[src/hw/rtl/hc_pkg.sv]
// ----------------------------------------------------------------------------
// hc_pkg: shared types, constants and functions
// alphabet mapping, key register indexes and modulo-31 reduction
// ----------------------------------------------------------------------------
package hc_pkg;

  localparam int unsigned SymW     = 5;
  localparam int unsigned ByteW    = 8;
  localparam int unsigned KeyW     = 5;
  localparam int unsigned CfgIdxW  = 8;
  localparam int unsigned CfgDataW = 8;
  localparam int unsigned SumW     = 11;  // 31*31 + 31*31 fits
  localparam int unsigned QueueDepth = 2;

  typedef logic [SymW-1:0]     sym_t;
  typedef logic [ByteW-1:0]    byte_t;
  typedef logic [KeyW-1:0]     key_t;
  typedef logic [SumW-1:0]     sum_t;
  typedef logic [CfgIdxW-1:0]  cfg_idx_t;
  typedef logic [CfgDataW-1:0] cfg_data_t;

  typedef struct packed {
    sym_t p0;
    sym_t p1;
  } pair_t;

  // register indexes
  localparam cfg_idx_t RegKeyR0C0 = CfgIdxW'(0);
  localparam cfg_idx_t RegKeyR0C1 = CfgIdxW'(1);
  localparam cfg_idx_t RegKeyR1C0 = CfgIdxW'(2);
  localparam cfg_idx_t RegKeyR1C1 = CfgIdxW'(3);

  // key reset values (identity matrix)
  localparam key_t KeyR0C0Rst = KeyW'(1);
  localparam key_t KeyR0C1Rst = KeyW'(0);
  localparam key_t KeyR1C0Rst = KeyW'(0);
  localparam key_t KeyR1C1Rst = KeyW'(1);

  // character codes
  localparam byte_t CharLowA     = 8'h61;
  localparam byte_t CharLowZ     = 8'h7a;
  localparam byte_t CharUpA      = 8'h41;
  localparam byte_t CharUpZ      = 8'h5a;
  localparam byte_t CharSpace    = 8'h20;
  localparam byte_t CharComma    = 8'h2c;
  localparam byte_t CharPeriod   = 8'h2e;
  localparam byte_t CharQuestion = 8'h3f;
  localparam byte_t CharColon    = 8'h3a;

  // symbol codes: letter bounds and the codes past the letters
  localparam sym_t SymLetterA = SymW'(0);
  localparam sym_t SymLetterZ = SymW'(25);
  localparam sym_t SymSpace    = SymW'(26);
  localparam sym_t SymComma    = SymW'(27);
  localparam sym_t SymPeriod   = SymW'(28);
  localparam sym_t SymQuestion = SymW'(29);
  localparam sym_t SymColon    = SymW'(30);
  localparam sym_t SymModulus  = SymW'(31);

  function automatic sym_t byte_to_sym(byte_t b);
    sym_t s;
    s = SymLetterA;
    if (b inside {[CharUpA:CharUpZ]}) begin
      s = SymW'(b - CharUpA);
    end else if (b inside {[CharLowA:CharLowZ]}) begin
      s = SymW'(b - CharLowA);
    end else begin
      case (b)
        CharSpace:    s = SymSpace;
        CharComma:    s = SymComma;
        CharPeriod:   s = SymPeriod;
        CharQuestion: s = SymQuestion;
        CharColon:    s = SymColon;
        default:      s = SymLetterA;
      endcase
    end
    return s;
  endfunction

  function automatic byte_t sym_to_byte(sym_t s);
    byte_t b;
    if (s <= SymLetterZ) begin
      b = CharLowA + ByteW'(s);
    end else begin
      case (s)
        SymSpace:    b = CharSpace;
        SymComma:    b = CharComma;
        SymPeriod:   b = CharPeriod;
        SymQuestion: b = CharQuestion;
        SymColon:    b = CharColon;
        default:     b = CharLowA;
      endcase
    end
    return b;
  endfunction

  // 2^5 = 1 mod 31, so fold the high bits onto the low bits twice
  function automatic sym_t mod31(sum_t x);
    logic [6:0] fold1;
    logic [5:0] fold2;
    sym_t       r;
    fold1 = 7'(x[SumW-1:SymW]) + 7'(x[SymW-1:0]);
    fold2 = 6'(fold1[6:5]) + 6'(fold1[4:0]);
    if (fold2 >= 6'(SymModulus)) begin
      r = SymW'(fold2 - 6'(SymModulus));
    end else begin
      r = SymW'(fold2);
    end
    return r;
  endfunction

endpackage

[src/hw/rtl/hc_if.sv]
// ----------------------------------------------------------------------------
// hc_if: stream and configuration channels
// text byte in, cipher character out, key register write
// ----------------------------------------------------------------------------
interface hc_text_if;
  logic          valid;
  logic          ready;
  hc_pkg::byte_t text_byte;

  modport source (output valid, output text_byte, input ready);
  modport sink   (input valid, input text_byte, output ready);
endinterface

interface hc_cipher_if;
  logic          valid;
  logic          ready;
  hc_pkg::byte_t cipher_byte;
  logic          pair_last;

  modport source (output valid, output cipher_byte, output pair_last, input ready);
  modport sink   (input valid, input cipher_byte, input pair_last, output ready);
endinterface

interface hc_cfg_if;
  logic              valid;
  logic              ready;
  hc_pkg::cfg_idx_t  index;
  hc_pkg::cfg_data_t data;

  modport source (output valid, output index, output data, input ready);
  modport sink   (input valid, input index, input data, output ready);
endinterface

[src/hw/rtl/hill_cipher_2x2_mod31_stream.sv]
// ----------------------------------------------------------------------------
// hill_cipher_2x2_mod31_stream: streaming 2x2 hill cipher over 31 symbols
// text bytes in, cipher characters out in pairs, key set by register writes
// ----------------------------------------------------------------------------
//
//  channel   dir  payload                         transfer when
//  text_i    in   text_byte[7:0]                  valid && ready
//  cipher_o  out  cipher_byte[7:0], pair_last     valid && ready
//  cfg_i     in   index[7:0], data[7:0] (4:0)     valid && ready (ready tied high)
//
//  one byte per cycle sustained while the output is not stalled; the output
//  port moves one character per cycle, two per pair, which matches two input
//  bytes per pair; a pair passes the queue, sum and output registers in order
//  reset: identity key, no symbol held, pair queue and output stages empty
//  an output stall fills the output and sum stages, then QueueDepth pairs in
//  the queue; after that the second byte of a pair waits, a first byte is
//  still taken
//
module hill_cipher_2x2_mod31_stream #(
  parameter int unsigned QueueDepth = hc_pkg::QueueDepth
) (
  input  logic        clk_i,
  input  logic        rst_ni,
  hc_text_if.sink     text_i,
  hc_cipher_if.source cipher_o,
  hc_cfg_if.sink      cfg_i
);
  import hc_pkg::*;

  // front to queue
  logic  fr_valid, fr_ready;
  pair_t fr_pair;
  // queue to back
  logic  bk_valid, bk_ready;
  pair_t bk_pair;

  // front: classify each byte, hold the first symbol, push complete pairs
  hc_front u_front (
    .clk_i        (clk_i),
    .rst_ni       (rst_ni),
    .text_i       (text_i),
    .pair_valid_o (fr_valid),
    .pair_o       (fr_pair),
    .pair_ready_i (fr_ready)
  );

  // short queue so either side can stall on its own
  hc_pair_fifo #(
    .Depth (QueueDepth)
  ) u_fifo (
    .clk_i       (clk_i),
    .rst_ni      (rst_ni),
    .in_valid_i  (fr_valid),
    .in_pair_i   (fr_pair),
    .in_ready_o  (fr_ready),
    .out_valid_o (bk_valid),
    .out_pair_o  (bk_pair),
    .out_ready_i (bk_ready)
  );

  // back: row sums, modulo 31, alphabet lookup, two characters per pair
  hc_back u_back (
    .clk_i        (clk_i),
    .rst_ni       (rst_ni),
    .cfg_i        (cfg_i),
    .pair_valid_i (bk_valid),
    .pair_i       (bk_pair),
    .pair_ready_o (bk_ready),
    .cipher_o     (cipher_o)
  );

endmodule

[src/hw/rtl/hc_front.sv]
// ----------------------------------------------------------------------------
// hc_front: byte classification and pairing
// maps each byte to a symbol, holds the first of a pair, pushes full pairs
// ----------------------------------------------------------------------------
module hc_front (
  input  logic          clk_i,
  input  logic          rst_ni,
  hc_text_if.sink       text_i,
  output logic          pair_valid_o,
  output hc_pkg::pair_t pair_o,
  input  logic          pair_ready_i
);
  import hc_pkg::*;

  logic have_first_q, have_first_d;
  sym_t held_q, held_d;
  sym_t sym;
  logic text_fire;

  assign sym = byte_to_sym(text_i.text_byte);

  // a first byte never needs queue space
  assign text_i.ready = !have_first_q || pair_ready_i;
  assign text_fire    = text_i.valid && text_i.ready;

  assign pair_valid_o = text_i.valid && have_first_q;
  assign pair_o.p0    = held_q;
  assign pair_o.p1    = sym;

  always_comb begin
    have_first_d = have_first_q;
    held_d       = held_q;
    if (text_fire) begin
      have_first_d = !have_first_q;
      if (!have_first_q) begin
        held_d = sym;
      end
    end
  end

  always_ff @(posedge clk_i or negedge rst_ni) begin
    if (!rst_ni) begin
      have_first_q <= 1'b0;
      held_q       <= '0;
    end else begin
      have_first_q <= have_first_d;
      held_q       <= held_d;
    end
  end

endmodule

[src/hw/rtl/hc_pair_fifo.sv]
// ----------------------------------------------------------------------------
// hc_pair_fifo: short symbol-pair queue
// register-based fifo between the front and back parts
// ----------------------------------------------------------------------------
module hc_pair_fifo #(
  parameter int unsigned Depth = hc_pkg::QueueDepth
) (
  input  logic          clk_i,
  input  logic          rst_ni,
  input  logic          in_valid_i,
  input  hc_pkg::pair_t in_pair_i,
  output logic          in_ready_o,
  output logic          out_valid_o,
  output hc_pkg::pair_t out_pair_o,
  input  logic          out_ready_i
);
  import hc_pkg::*;

  localparam int unsigned PtrW = (Depth > 1) ? $clog2(Depth) : 1;
  localparam int unsigned CntW = $clog2(Depth + 1);

  pair_t            entries_q [Depth];
  logic [PtrW-1:0]  wr_ptr_q, wr_ptr_d;
  logic [PtrW-1:0]  rd_ptr_q, rd_ptr_d;
  logic [CntW-1:0]  count_q, count_d;
  logic             push, pop;

  assign in_ready_o  = (count_q != CntW'(Depth));
  assign out_valid_o = (count_q != '0);
  assign out_pair_o  = entries_q[rd_ptr_q];
  assign push        = in_valid_i && in_ready_o;
  assign pop         = out_valid_o && out_ready_i;

  always_comb begin
    wr_ptr_d = wr_ptr_q;
    rd_ptr_d = rd_ptr_q;
    if (push) begin
      wr_ptr_d = (wr_ptr_q == PtrW'(Depth - 1)) ? '0 : wr_ptr_q + 1'b1;
    end
    if (pop) begin
      rd_ptr_d = (rd_ptr_q == PtrW'(Depth - 1)) ? '0 : rd_ptr_q + 1'b1;
    end
    case ({push, pop})
      2'b10:   count_d = count_q + 1'b1;
      2'b01:   count_d = count_q - 1'b1;
      default: count_d = count_q;
    endcase
  end

  always_ff @(posedge clk_i or negedge rst_ni) begin
    if (!rst_ni) begin
      wr_ptr_q <= '0;
      rd_ptr_q <= '0;
      count_q  <= '0;
    end else begin
      wr_ptr_q <= wr_ptr_d;
      rd_ptr_q <= rd_ptr_d;
      count_q  <= count_d;
    end
  end

  always_ff @(posedge clk_i) begin
    if (push) begin
      entries_q[wr_ptr_q] <= in_pair_i;
    end
  end

  a_count_up: assert property (@(posedge clk_i) disable iff (!rst_ni)
    push && !pop |=> count_q == CntW'($past(count_q) + 1'b1))
    else $error("pair queue count did not follow a push");

  a_count_down: assert property (@(posedge clk_i) disable iff (!rst_ni)
    pop && !push |=> count_q == CntW'($past(count_q) - 1'b1))
    else $error("pair queue count did not follow a pop");

endmodule

[src/hw/rtl/hc_back.sv]
// ----------------------------------------------------------------------------
// hc_back: key matrix product and character output
// holds the key, forms both row sums, reduces, emits two characters a pair
// ----------------------------------------------------------------------------
module hc_back (
  input  logic          clk_i,
  input  logic          rst_ni,
  hc_cfg_if.sink        cfg_i,
  input  logic          pair_valid_i,
  input  hc_pkg::pair_t pair_i,
  output logic          pair_ready_o,
  hc_cipher_if.source   cipher_o
);
  import hc_pkg::*;

  key_t k00_q, k00_d, k01_q, k01_d, k10_q, k10_d, k11_q, k11_d;

  logic  s1_valid_q, s1_valid_d;
  sum_t  sum0_q, sum1_q;
  logic  out_valid_q, out_valid_d;
  logic  phase_q, phase_d;
  byte_t byte0_q, byte1_q;

  logic  cfg_fire, pair_fire, out_fire, s2_free, load;

  // key registers
  assign cfg_i.ready = 1'b1;
  assign cfg_fire    = cfg_i.valid;

  always_comb begin
    k00_d = k00_q;
    k01_d = k01_q;
    k10_d = k10_q;
    k11_d = k11_q;
    if (cfg_fire) begin
      case (cfg_i.index)
        RegKeyR0C0: k00_d = cfg_i.data[KeyW-1:0];
        RegKeyR0C1: k01_d = cfg_i.data[KeyW-1:0];
        RegKeyR1C0: k10_d = cfg_i.data[KeyW-1:0];
        RegKeyR1C1: k11_d = cfg_i.data[KeyW-1:0];
        default: ;
      endcase
    end
  end

  // handshakes
  assign out_fire     = cipher_o.valid && cipher_o.ready;
  assign s2_free      = !out_valid_q || (out_fire && phase_q);
  assign load         = s1_valid_q && s2_free;
  assign pair_ready_o = !s1_valid_q || load;
  assign pair_fire    = pair_valid_i && pair_ready_o;

  always_comb begin
    s1_valid_d = s1_valid_q;
    if (pair_fire) begin
      s1_valid_d = 1'b1;
    end else if (load) begin
      s1_valid_d = 1'b0;
    end
  end

  always_comb begin
    out_valid_d = out_valid_q;
    phase_d     = phase_q;
    if (load) begin
      out_valid_d = 1'b1;
      phase_d     = 1'b0;
    end else if (out_fire) begin
      out_valid_d = !phase_q ? 1'b1 : 1'b0;
      phase_d     = !phase_q;
    end
  end

  always_ff @(posedge clk_i or negedge rst_ni) begin
    if (!rst_ni) begin
      k00_q       <= KeyR0C0Rst;
      k01_q       <= KeyR0C1Rst;
      k10_q       <= KeyR1C0Rst;
      k11_q       <= KeyR1C1Rst;
      s1_valid_q  <= 1'b0;
      out_valid_q <= 1'b0;
      phase_q     <= 1'b0;
    end else begin
      k00_q       <= k00_d;
      k01_q       <= k01_d;
      k10_q       <= k10_d;
      k11_q       <= k11_d;
      s1_valid_q  <= s1_valid_d;
      out_valid_q <= out_valid_d;
      phase_q     <= phase_d;
    end
  end

  // row sums, then reduction and character lookup
  always_ff @(posedge clk_i) begin
    if (pair_fire) begin
      sum0_q <= SumW'(k00_q) * SumW'(pair_i.p0) + SumW'(k01_q) * SumW'(pair_i.p1);
      sum1_q <= SumW'(k10_q) * SumW'(pair_i.p0) + SumW'(k11_q) * SumW'(pair_i.p1);
    end
    if (load) begin
      byte0_q <= sym_to_byte(mod31(sum0_q));
      byte1_q <= sym_to_byte(mod31(sum1_q));
    end
  end

  assign cipher_o.valid       = out_valid_q;
  assign cipher_o.cipher_byte = phase_q ? byte1_q : byte0_q;
  assign cipher_o.pair_last   = phase_q;

  a_second_follows: assert property (@(posedge clk_i) disable iff (!rst_ni)
    out_fire && !phase_q |=> out_valid_q && phase_q)
    else $error("second character of a pair not presented");

  a_drop_after_last: assert property (@(posedge clk_i) disable iff (!rst_ni)
    $fell(out_valid_q) |-> $past(phase_q) && $past(out_fire))
    else $error("output dropped before the pair was delivered");

endmodule

[src/flat_wrapper.sv]
// flat-port wrapper written by rule: the top's interface ports become plain ports
module hill_cipher_2x2_mod31_stream_flat import hc_pkg::*;
#(
  parameter int unsigned QueueDepth = hc_pkg::QueueDepth
)
  (clk_i, rst_ni, text_i_valid, text_i_text_byte, text_i_ready, cipher_o_valid, cipher_o_cipher_byte, cipher_o_pair_last, cipher_o_ready, cfg_i_valid, cfg_i_index, cfg_i_data, cfg_i_ready);
  hc_text_if text_i_i ();
  hc_cipher_if cipher_o_i ();
  hc_cfg_if cfg_i_i ();
  input  logic clk_i;
  input  logic rst_ni;
  input wire logic [$bits(text_i_i.valid)-1:0] text_i_valid;
  input wire logic [$bits(text_i_i.text_byte)-1:0] text_i_text_byte;
  output wire logic [$bits(text_i_i.ready)-1:0] text_i_ready;
  output wire logic [$bits(cipher_o_i.valid)-1:0] cipher_o_valid;
  output wire logic [$bits(cipher_o_i.cipher_byte)-1:0] cipher_o_cipher_byte;
  output wire logic [$bits(cipher_o_i.pair_last)-1:0] cipher_o_pair_last;
  input wire logic [$bits(cipher_o_i.ready)-1:0] cipher_o_ready;
  input wire logic [$bits(cfg_i_i.valid)-1:0] cfg_i_valid;
  input wire logic [$bits(cfg_i_i.index)-1:0] cfg_i_index;
  input wire logic [$bits(cfg_i_i.data)-1:0] cfg_i_data;
  output wire logic [$bits(cfg_i_i.ready)-1:0] cfg_i_ready;
  assign text_i_i.valid = text_i_valid;
  assign text_i_i.text_byte = text_i_text_byte;
  assign text_i_ready = text_i_i.ready;
  assign cipher_o_valid = cipher_o_i.valid;
  assign cipher_o_cipher_byte = cipher_o_i.cipher_byte;
  assign cipher_o_pair_last = cipher_o_i.pair_last;
  assign cipher_o_i.ready = cipher_o_ready;
  assign cfg_i_i.valid = cfg_i_valid;
  assign cfg_i_i.index = cfg_i_index;
  assign cfg_i_i.data = cfg_i_data;
  assign cfg_i_ready = cfg_i_i.ready;
  hill_cipher_2x2_mod31_stream #(.QueueDepth(QueueDepth)) u_core (.clk_i(clk_i), .rst_ni(rst_ni), .text_i(text_i_i), .cipher_o(cipher_o_i), .cfg_i(cfg_i_i));
endmodule
[config.mk]
export PLATFORM = sky130hd
export DESIGN_NAME = hill_cipher_2x2_mod31_stream_flat
export DESIGN_NICKNAME = d
export VERILOG_FILES = /design/src/hw/rtl/hc_pkg.sv /design/src/hw/rtl/hc_if.sv /design/src/hw/rtl/hill_cipher_2x2_mod31_stream.sv /design/src/hw/rtl/hc_front.sv /design/src/hw/rtl/hc_pair_fifo.sv /design/src/hw/rtl/hc_back.sv /design/src/flat_wrapper.sv
export SDC_FILE = /design/constraint.sdc
export NUM_CORES = 1
export LEC_CHECK = 0
export ABC_AREA = 1
export BUFFER_PORTS_ARGS = -buffer_cell sky130_fd_sc_hd__buf_2
export CAP_MARGIN = 20
export CORE_ASPECT_RATIO = 1.25
export CORE_MARGIN = 2
export CORE_UTILIZATION = 35
export DETAILED_ROUTE_END_ITERATION = 10
export SLEW_MARGIN = 20
export SYNTH_ARGS = -nofsm -noshare
export SYNTH_HDL_FRONTEND = slang
export SYNTH_HIERARCHICAL = 1
export SYNTH_SLANG_ARGS = --single-unit
[constraint.sdc]
create_clock -name clk_i -period 5 [get_ports clk_i]
set_input_delay 0.25 -clock clk_i [delete_from_list [all_inputs] [get_ports clk_i]]
set_output_delay 0.25 -clock clk_i [all_outputs]
set_load 0.005 [all_outputs]
Word level (Yosys, flattened, before mapping)

Memory sizes are Yosys's and may differ from the RTL's.
Cells that the tools add are included.

Input port bits: 29
Bits in latches: 0
Memories: 1
Memory bits (read-only): 0
Output and inout port bits: 12
Bits in writable memories: 20
Register bits: 71

Memories:

| memory                  | words | width | read ports | clocked after Yosys merged registers in | write ports | line               | source |
|---|---|---|---|---|---|---|---|
| u_core.u_fifo.entries_q | 2     | 10    | 1          | 0                                       | 1           | hc_pair_fifo.sv:22 | `pair_t entries_q [Depth];` |

$add $sub $neg: 16
Eq/ne operators: 21
$lt $le $gt $ge: 8
Shift-type cells: 0
Bitwise logic cells: 1
Div/mod/pow operators: 0
Multipliers: 4
Mux-type cells: 24
Reduce and logical (&&, ||, !) cells: 26

Operators by type and width:

| cell                  | count |
|---|---|
| $pmux W7 S5           | 2 |
| $eq A5 B5 Y1 const B  | 10 |
| $eq A8 B6 Y1 const B  | 5 |
| $mul A5 B5 Y10        | 4 |
| $mux W5               | 6 |
| $pmux W5 S5           | 1 |
| $mux W8               | 3 |
| $add A10 B10 Y11      | 2 |
| $add A7 B5 Y8 const A | 2 |
| $eq A8 B2 Y1 const B  | 2 |
| $ge A8 B7 Y1 const B  | 2 |
| $le A8 B7 Y1 const B  | 2 |
| $add A6 B5 Y7         | 2 |
| $add A2 B5 Y6         | 2 |
| $ge A6 B5 Y1 const B  | 2 |
| $mux W1               | 11 |
| $le A5 B5 Y1 const B  | 2 |
| $reduce_and A2 Y1     | 5 |
| $sub A5 B1 Y5 const B | 2 |
| $sub A5 B5 Y5 const B | 2 |
| $logic_and A1 B1 Y1   | 9 |
| $eq A8 B1 Y1 const B  | 1 |
| $logic_not A8 Y1      | 1 |
| $reduce_bool A2 Y1    | 4 |
| 10 further kinds      | 16 |

Logic depth before layout (Yosys ltp)

Gate-level depths: netlist of the first run.

Depth in word-level cells: 8
Depth in mapped cells: 25

Hierarchy

The synthesis of the first run kept the hierarchy.

Modules (own cells, without submodules):

| module       | instances | area each (um^2) | cells each |
|---|---|---|---|
| hc_back      | 1         | 6912.9           | 831 |
| hc_pair_fifo | 1         | 965.9            | 82 |
| hc_front     | 1         | 753.2            | 121 |

Worst setup path before layout of the first run

OpenSTA, ideal clock, no wires.

Kind: register to register
From: reg u_core.u_fifo.rd_ptr_q
To: reg u_core.u_back.sum0_q[9] (data pin)
Cell stages (with the launch flop): 22
Setup slack: -0.151 ns
Arrival: 4.894 ns
Library setup time: 0.257 ns
Path buffers: 2
Cell sequence: dfrtp_1 > inv_1 > buf_2 > nand2_1 > nand2_1 > clkbuf_1 > nand2_1 > fa_1 > fa_1 > fa_1 > inv_1 > fa_1 > fa_1 > ha_1 > nand3_1 > nand3_1 > a21o_1 > a21oi_1 > nor2_1 > o21ai_0 > nand2_1 > xor2_1

RTL lines:

| element                | line               | source |
|---|---|---|
| start, declared        | hc_pair_fifo.sv:24 | `logic [PtrW-1:0] rd_ptr_q, rd_ptr_d;` |
| start signal, assigned | hc_pair_fifo.sv:57 | `rd_ptr_q <= rd_ptr_d;` |
| end signal, assigned   | hc_back.sv:97      | `sum0_q <= SumW'(k00_q) * SumW'(pair_i.p0) + SumW'(k01_q) * SumW'(pair_i.p1);` |
| end, declared          | hc_back.sv:19      | `sum_t sum0_q, sum1_q;` |

==> results of run 1 <==
## per-stage QoR
step	util, %	setup WS (ns)	cell area [µm²]	hold WS (ns)	instances
floorplan	-	0.0136	8660	-0.0456	1037
global placement	39.2	-0.0982	9540	0.398	1433
detailed placement	39.2	-0.167	9540	0.398	1433
CTS	40.6	0.00991	9880	0.0174	1450
global route	41.9	-0.0990	10200	0.0616	1463
finish	41.9	0.0689	10200	-0.0144	1463
## routing by layer
layer | GRT usage, % | part of all wire (%) | wire [µm] | vias to the layer above
met5 | 0 | 0 | 0 | -
met3 | 1.65 | 2.8 | 502 | 15
met4 | 3.50 | 1.1 | 193 | 0
li1 | - | - | - | 3406
met2 | 26.0 | 53 | 9500 | 96
met1 | 17.5 | 43 | 7730 | 3148
## report_power, final
part	internal (mW)	total, mW	switching, mW
clock	0.412	0.726	0.314
combinational	1.81	4.84	3.03
sequential	1.26	1.40	0.133
total	3.48	6.96	3.48
## cell usage after synthesis (2+ instances only)
library cell | instances | area [µm²]
nand3b_1 | 2 | 15.0
a21boi_0 | 2 | 15.0
nand4_1 | 3 | 18.8
xnor2_1 | 9 | 78.8
o21ai_1 | 4 | 20.0
conb_1 | 2 | 7.51
nor2_2 | 8 | 50.1
o21ai_0 | 29 | 145
inv_2 | 9 | 33.8
fa_1 | 66 | 1320
nand2_1 | 314 | 1180
nand2_2 | 36 | 225
buf_2 | 2 | 10.0
ha_1 | 86 | 1080
dfstp_2 | 2 | 52.6
nor2_4 | 7 | 78.8
nand2_4 | 11 | 124
nand3_1 | 69 | 345
inv_1 | 187 | 702
nand3_2 | 11 | 110
a21o_1 | 3 | 22.5
clkbuf_1 | 11 | 41.3
edfxtp_1 | 58 | 1740
dfrtp_1 | 31 | 776
xor2_1 | 16 | 140
a21oi_1 | 22 | 110
nor2_1 | 20 | 75.1
## final cells by class
cell class | count | area (µm²) | area share (%)
Multi-Input combinational cell | 734 | 5510 | 54.0
Sequential cell | 91 | 2570 | 25.2
Inverter | 198 | 747 | 7.32
Timing Repair Buffer | 93 | 639 | 6.27
Tap cell | 330 | 413 | 4.05
Clock buffer | 10 | 239 | 2.34
Clock inverter | 6 | 76.3 | 0.748
Timing Repair inverter | 1 | 7.51 | 0.0736
## kinds of logic after synthesis
logic type	count (synthesis)
other	2
adder cells (fa/ha/maj)	152
buffers and inverters	212
XOR/XNOR	25
AO/OA/AOI/OAI	64
AND/OR/NAND/NOR	488
flip-flops	91
## sequential cells by signal, summed over array words and instances (netlist names), 2 cells and up
| signal | cells |
|---|---|
| u_core/u_back/sum0_q | 11 |
| u_core/u_back/k11_q | 5 |
| u_core/u_back/sum1_q | 11 |
| u_core/u_back/byte0_q | 8 |
| u_core/u_back/byte1_q | 8 |
| u_core/u_back/k10_q | 5 |
| u_core/u_back/k00_q | 5 |
| u_core/u_front/held_q | 5 |
| u_core/u_fifo/entries_q | 20 |
| u_core/u_back/k01_q | 5 |
| u_core/u_fifo/count_q | 2 |
## worst max-delay path: stages (launching register included)
cell and delay, ns:
dfrtp_2 0.45, buf_6 0.14, buf_6 0.12, nand2_2 0.05, nand2_2 0.06, buf_12 0.14, nand2_2 0.05, inv_2 0.04
fa_1 0.48, fa_1 0.43, fa_1 0.53, inv_2 0.04, fa_1 0.45, fa_1 0.54, inv_2 0.05, ha_4 0.22
a21o_1 0.21, a31oi_4 0.17, o21ai_2 0.09, a21oi_1 0.15, o21ai_1 0.09, xor2_1 0.16
## what timing repair did
action	4_1_cts	5_1_grt
gates resized for setup	7	66
pin swaps	0	56
endpoints found under the setup margin	6	8
buffers inserted	1	13
gates cloned	0	1
## how the worst max path moves through the flow
stage | endpoint | slack (ns) | from | depth (start not counted)
finish | u_core/u_back/sum1_q[8] | 0.07 | u_core/u_fifo/rd_ptr_q | 21
global route | u_core/u_back/sum0_q[9] | -0.1 | u_core/u_fifo/rd_ptr_q | 20
CTS | u_core/u_back/sum0_q[10] | 0.01 | u_core/u_fifo/rd_ptr_q | 22
detailed placement | u_core/u_back/sum0_q[10] | -0.17 | u_core/u_fifo/rd_ptr_q | 21
global placement | u_core/u_back/sum0_q[10] | -0.1 | u_core/u_fifo/rd_ptr_q | 21
floorplan | u_core/u_back/sum0_q[9] | 0.01 | u_core/u_fifo/rd_ptr_q | 21
==> flow_summary.toml, run 1 <==
[sta]
rsz0062_at_grt = "yes"
max_freq_mhz = 203
fin_crit_sh_pct = 98.6
fin_setup_tns_ns = 0
skew_ns = 0.0110
final_max_slew_viol_count = 0
slew-limit-headroom_pct = 42.6
worst_slew_pin_slew_ns = 0.860
setup_viol = 0
hold_violations = 6
post-route-min-period_ns = 4.93
whs_ns = -0.0144

[yosys]
syn_area_per_cell_um2 = 8.35
yosys.area_share.simple_pct = 26.5
ys_ff_latch = 91
ys_seq_area_share_pct = 29.8
synth-xor-area-share_pct = 2.54
muxShareOfSynthArea_pct = 0
synth_compound_area_share_pct = 3.99
ys_warn_count = 6
synth.distinct_cells = 41
syn_inst = 1034
ys.flop_type = "edfxtp_1"
synthAdderAreaFrac_pct = 27.8
synth_edf_count = 58
async_reset_ff_share_pct = 36.3
syn-cell-area_um2 = 8630
synth_top_family_by_area = "adder cells"

[power]
ir_drop_v = 0.000318
p_per_area_nw_per_um2 = 682
leakage_nw = 5.63
power_mw = 6.96

[die]
rows = 64
core-area_um2 = 24300
die-area_um2 = 25900
io_pins = 41
initial_core_util_pct = 35.5
die_w_um = 144
dieHeight_um = 180

[clock_tree]
cts_root_buffer = "clkbuf_16"
clk_latency_ns = 0.35
cts.htree.levels = 3
clk_pin_slew_ns = 0.07
clk_path_buf_depth = 2
cts_made_buffers = 9
cts_hold_buf = 0
cts_num_sinks = 91
tritoncts = "built"

[critical_path]
start_kind = "register"
crit_type = "reg2reg"
crit_path_end_kind = "register"
cp.arrival_ns = 5.02
reg2regPathDepth = 21
crit_fanout = 8
rrSetupSlack_ns = 0.07
r2r_start = "u_core/u_fifo/rd_ptr_q"
timing.rr.end = "u_core/u_back/sum1_q[8]"
cp.required_ns = 5.09

[global_route]
grt_max_degree = 34
overflow = 0
grt_pass1_wl_um = 29800
antenna_found_initial = 0
grt.total_usage_pct = 14.2
grt_pass1_vias = 6563

[placement]
gp_congestion = 0.826
dpl.hpwl_um = 14400
port_buffers = 36

[worst_hold_path]
worstHoldPathType = "in2async"

[routing]
drt_iter0_drc = 222
wirelength_um = 17900
drt.antenna.violating_nets = 0
drc = 0
avgRoutedWirePerCell_um = 12.3
vias = 6665
dr.pass1.iters = 5
vias_per_cell = 4.56

[layout]
finalNetCount = 1309
most-common-layout-cells = "nand2_1 (285), inv_1 (181), ha_1 (80)"
final_common_cell = "nand2_1"
num-fill-cells = 2446
area_delta_synth_final_pct = 18.2
diodes = 0
drive_above_1_share_pct = 22.3

[job]
maxCapViolations = 0

[run_status]
violations = "negative hold slack"
status = "finished with violations"
Note: power is estimated with default switching activity, not from simulation.
==> inputs of run 2 (changes only) <==
Settings changed: ABC_AREA 1 to unset.
==> flow_summary.toml, run 2 <==
[yosys]
ys_top_cells_by_count = "ha_1 (86), inv_1 (82), nand2_1 (71), and2_1 (66), fa_1 (66)"
ys_warn_count = 6
synth_edf_count = 58
synth.distinct_cells = 81
synth_area_leaders = "edfxtp_1 (21%), fa_1 (16%), ha_1 (13%), dfrtp_1 (9.2%), and2_1 (4.9%)"
yosysMostFrequentCell = "ha_1"
syn_area_per_cell_um2 = 10.7
syn-cell-area_um2 = 8460
synth_top_area_share_pct = 20.6
async_reset_ff_share_pct = 36.3
synth_area_leader_cell = "edfxtp_1"
ys.flop_type = "edfxtp_1"
ys_ff_latch = 91
ys_seq_area_share_pct = 30.4
syn_inst = 794

[power]
p_per_area_nw_per_um2 = 566
ir_drop_v = 0.000277
leakage_nw = 4.53

[routing]
avgRoutedWirePerCell_um = 14.0
drc = 0
wirelength_um = 16700
vias = 5916
dr.pass1.iters = 4
drt_iter0_drc = 162
vias_per_cell = 4.95
drt.antenna.violating_nets = 0

[critical_path]
cp.arrival_ns = 5.11
crit_type = "reg2reg"
start_kind = "register"
timing.critical_path.from = "u_core/u_fifo/rd_ptr_q"
crit_path_end_kind = "register"
rrSetupSlack_ns = 0.11
reg2regPathDepth = 16
crit_end = "u_core/u_back/sum1_q[10]"
cp.required_ns = 5.22
crit_fanout = 8
timing.rr.end = "u_core/u_back/sum1_q[10]"
r2r_start = "u_core/u_fifo/rd_ptr_q"

[placement]
gp_congestion = 0.816
port_buffers = 36
place_area_um2 = 9280
dpl.hpwl_um = 13400
dp.cells = 1177

[clock_tree]
tritoncts = "built"
cts_num_sinks = 91
cts_root_buffer = "clkbuf_16"
clk_pin_slew_ns = 0.08
cts_made_buffers = 9
clk_path_buf_depth = 2
cts.htree.levels = 3
clk_latency_ns = 0.36

[layout]
fin_area_um2 = 9750
drive_above_1_share_pct = 20.4
most-common-layout-cells = "inv_1 (81), ha_1 (81), nand2_1 (68)"
postLayoutCoreUtil_pct = 41.1
largest_reg_flops = 20
area_delta_synth_final_pct = 15.2
seq_area_um2 = 2570
top_register = "u_core/u_fifo/entries_q"
reg_top3 = "u_core/u_fifo/entries_q: 20 flops, u_core/u_back/sum0_q: 11 flops, u_core/u_back/sum1_q: 11 flops"
num-fill-cells = 2330
finalNetCount = 1047
diodes = 0
multi_input_area_um2 = 5690
final_cells = 1196

[global_route]
grt_pass1_wl_um = 28400
grt_max_degree = 34
antenna_found_initial = 0
grt.total_usage_pct = 13.9
grt_pass1_vias = 6099
overflow = 0

[worst_hold_path]
worstHoldPathType = "in2reg"

[sta]
skew_ns = 0.0131
rsz0062_at_grt = "yes"
worst_slew_pin_slew_ns = 0.929
slew-limit-headroom_pct = 38.1
max_freq_mhz = 204
setup_viol = 0
final_max_slew_viol_count = 0
fin_crit_sh_pct = 97.9
hold_violations = 0
post-route-min-period_ns = 4.89

[die]
die_w_um = 143
rows = 63
die-area_um2 = 25400
core-area_um2 = 23700
initial_core_util_pct = 35.7
io_pins = 41
dieHeight_um = 178

[run_status]
status = "finished clean"

[job]
maxCapViolations = 0
-- run 2: cell count changes after synthesis, moves of 35 or more --
cell | previous run | this run
mux2_2 | 0 | 35
nand2_2 | 36 | 0
inv_1 | 187 | 82
and2_1 | 0 | 66
nand2_1 | 314 | 71
nand3_1 | 69 | 19
-- run 2: area by class of cell --
cell class / count / share of cell area [%]
flip-flops and latches: 91 / 26.4
clock buffers: 9 / 2.31
clock inverters: 7 / 0.783
well taps: 325 / 4.17
inverters: 82 / 3.16
repair buffers: 74 / 4.88
multi-input cells: 608 / 58.3
-- run 2: what timing repair did --
action | 4_1_cts | 5_1_grt
hold buffers | 1 | 0
buffers inserted | 0 | 1
setup endpoints to repair | 4 | 8
gates cloned | 0 | 1
endpoints found under the hold margin | 14 | 0
pin swaps | 1 | 19
resized for setup | 7 | 23
-- run 2: per-stage QoR --
| stage | total power, mW | worst slack, ns | hold slack [ns] | TNS [ns] |
|---|---|---|---|---|
| 6_report | 5.52 | 0.106 | 0.165 | 0 |
| 5_1_grt | 6.03 | -0.110 | 0.158 | -0.416 |
| 4_1_cts | 5.51 | -0.0288 | 0.142 | -0.0288 |
| 3_5_place_dp | 4.77 | -0.0298 | 0.379 | -0.0337 |
| 3_3_place_gp | 4.73 | 0.00692 | 0.376 | 0 |
| 2_1_floorplan | 3.96 | 0.000520 | -0.0456 | 0 |
-- run 2: worst min path at each step --
stage	from	end	depth (start not counted)
floorplan	rst_ni	u_core/u_back/cipher_o.pair_last	0
global placement	rst_ni	u_core/u_back/k01_q[0]	1
detailed placement	rst_ni	u_core/u_back/k01_q[0]	1
CTS	text_i_valid	u_core/u_front/have_first_q	3
global route	text_i_valid	u_core/u_front/have_first_q	3
finish	text_i_valid	u_core/u_front/have_first_q	3
-- run 2: routing by layer --
layer / track usage [%] / up-vias / share of wire, %
li1: - / 2913 / -
met1: 16.4 / 2870 / 43
met2: 25.3 / 102 / 52
met3: 2.43 / 31 / 2.8
met4: 4.46 / 0 / 2.1
met5: 0 / - / 0
-- run 2: report_power, final --
group	internal, mW	switching, mW	total [mW]
registers	1.16	0.110	1.27
clock network	0.356	0.332	0.688
logic	1.52	2.04	3.56
total	3.04	2.49	5.52
-- run 2: logic make-up (layout without fill, tap and decap cells) --
| group | Yosys count | in the layout | share of synthesized area, % |
|---|---|---|---|
| muxes | 44 | 45 | 5.95 |
| xor gates and xnor gates | 30 | 30 | 3.30 |
| other | 2 | 5 | 0.0888 |
| AOI/OAI and AO/OA | 126 | 126 | 11.7 |
| DFF | 91 | 91 | 30.4 |
| adders and majority gates | 152 | 152 | 28.3 |
| and+or+nand+nor | 250 | 250 | 15.6 |
| buffers and inverters | 99 | 172 | 4.66 |
-- run 2: critical path, stage by stage, from the launching register on --
cell and delay (ns):
dfrtp_1 0.39, buf_6 0.16, mux2_4 0.34, nand2_1 0.09
fa_1 0.46, fa_1 0.52, fa_1 0.55, inv_1 0.06
fa_1 0.50, fa_1 0.49, ha_1 0.35, inv_1 0.07
o21bai_1 0.07, a21oi_2 0.18, o21ai_2 0.09, a2111oi_2 0.29
nand4b_1 0.15
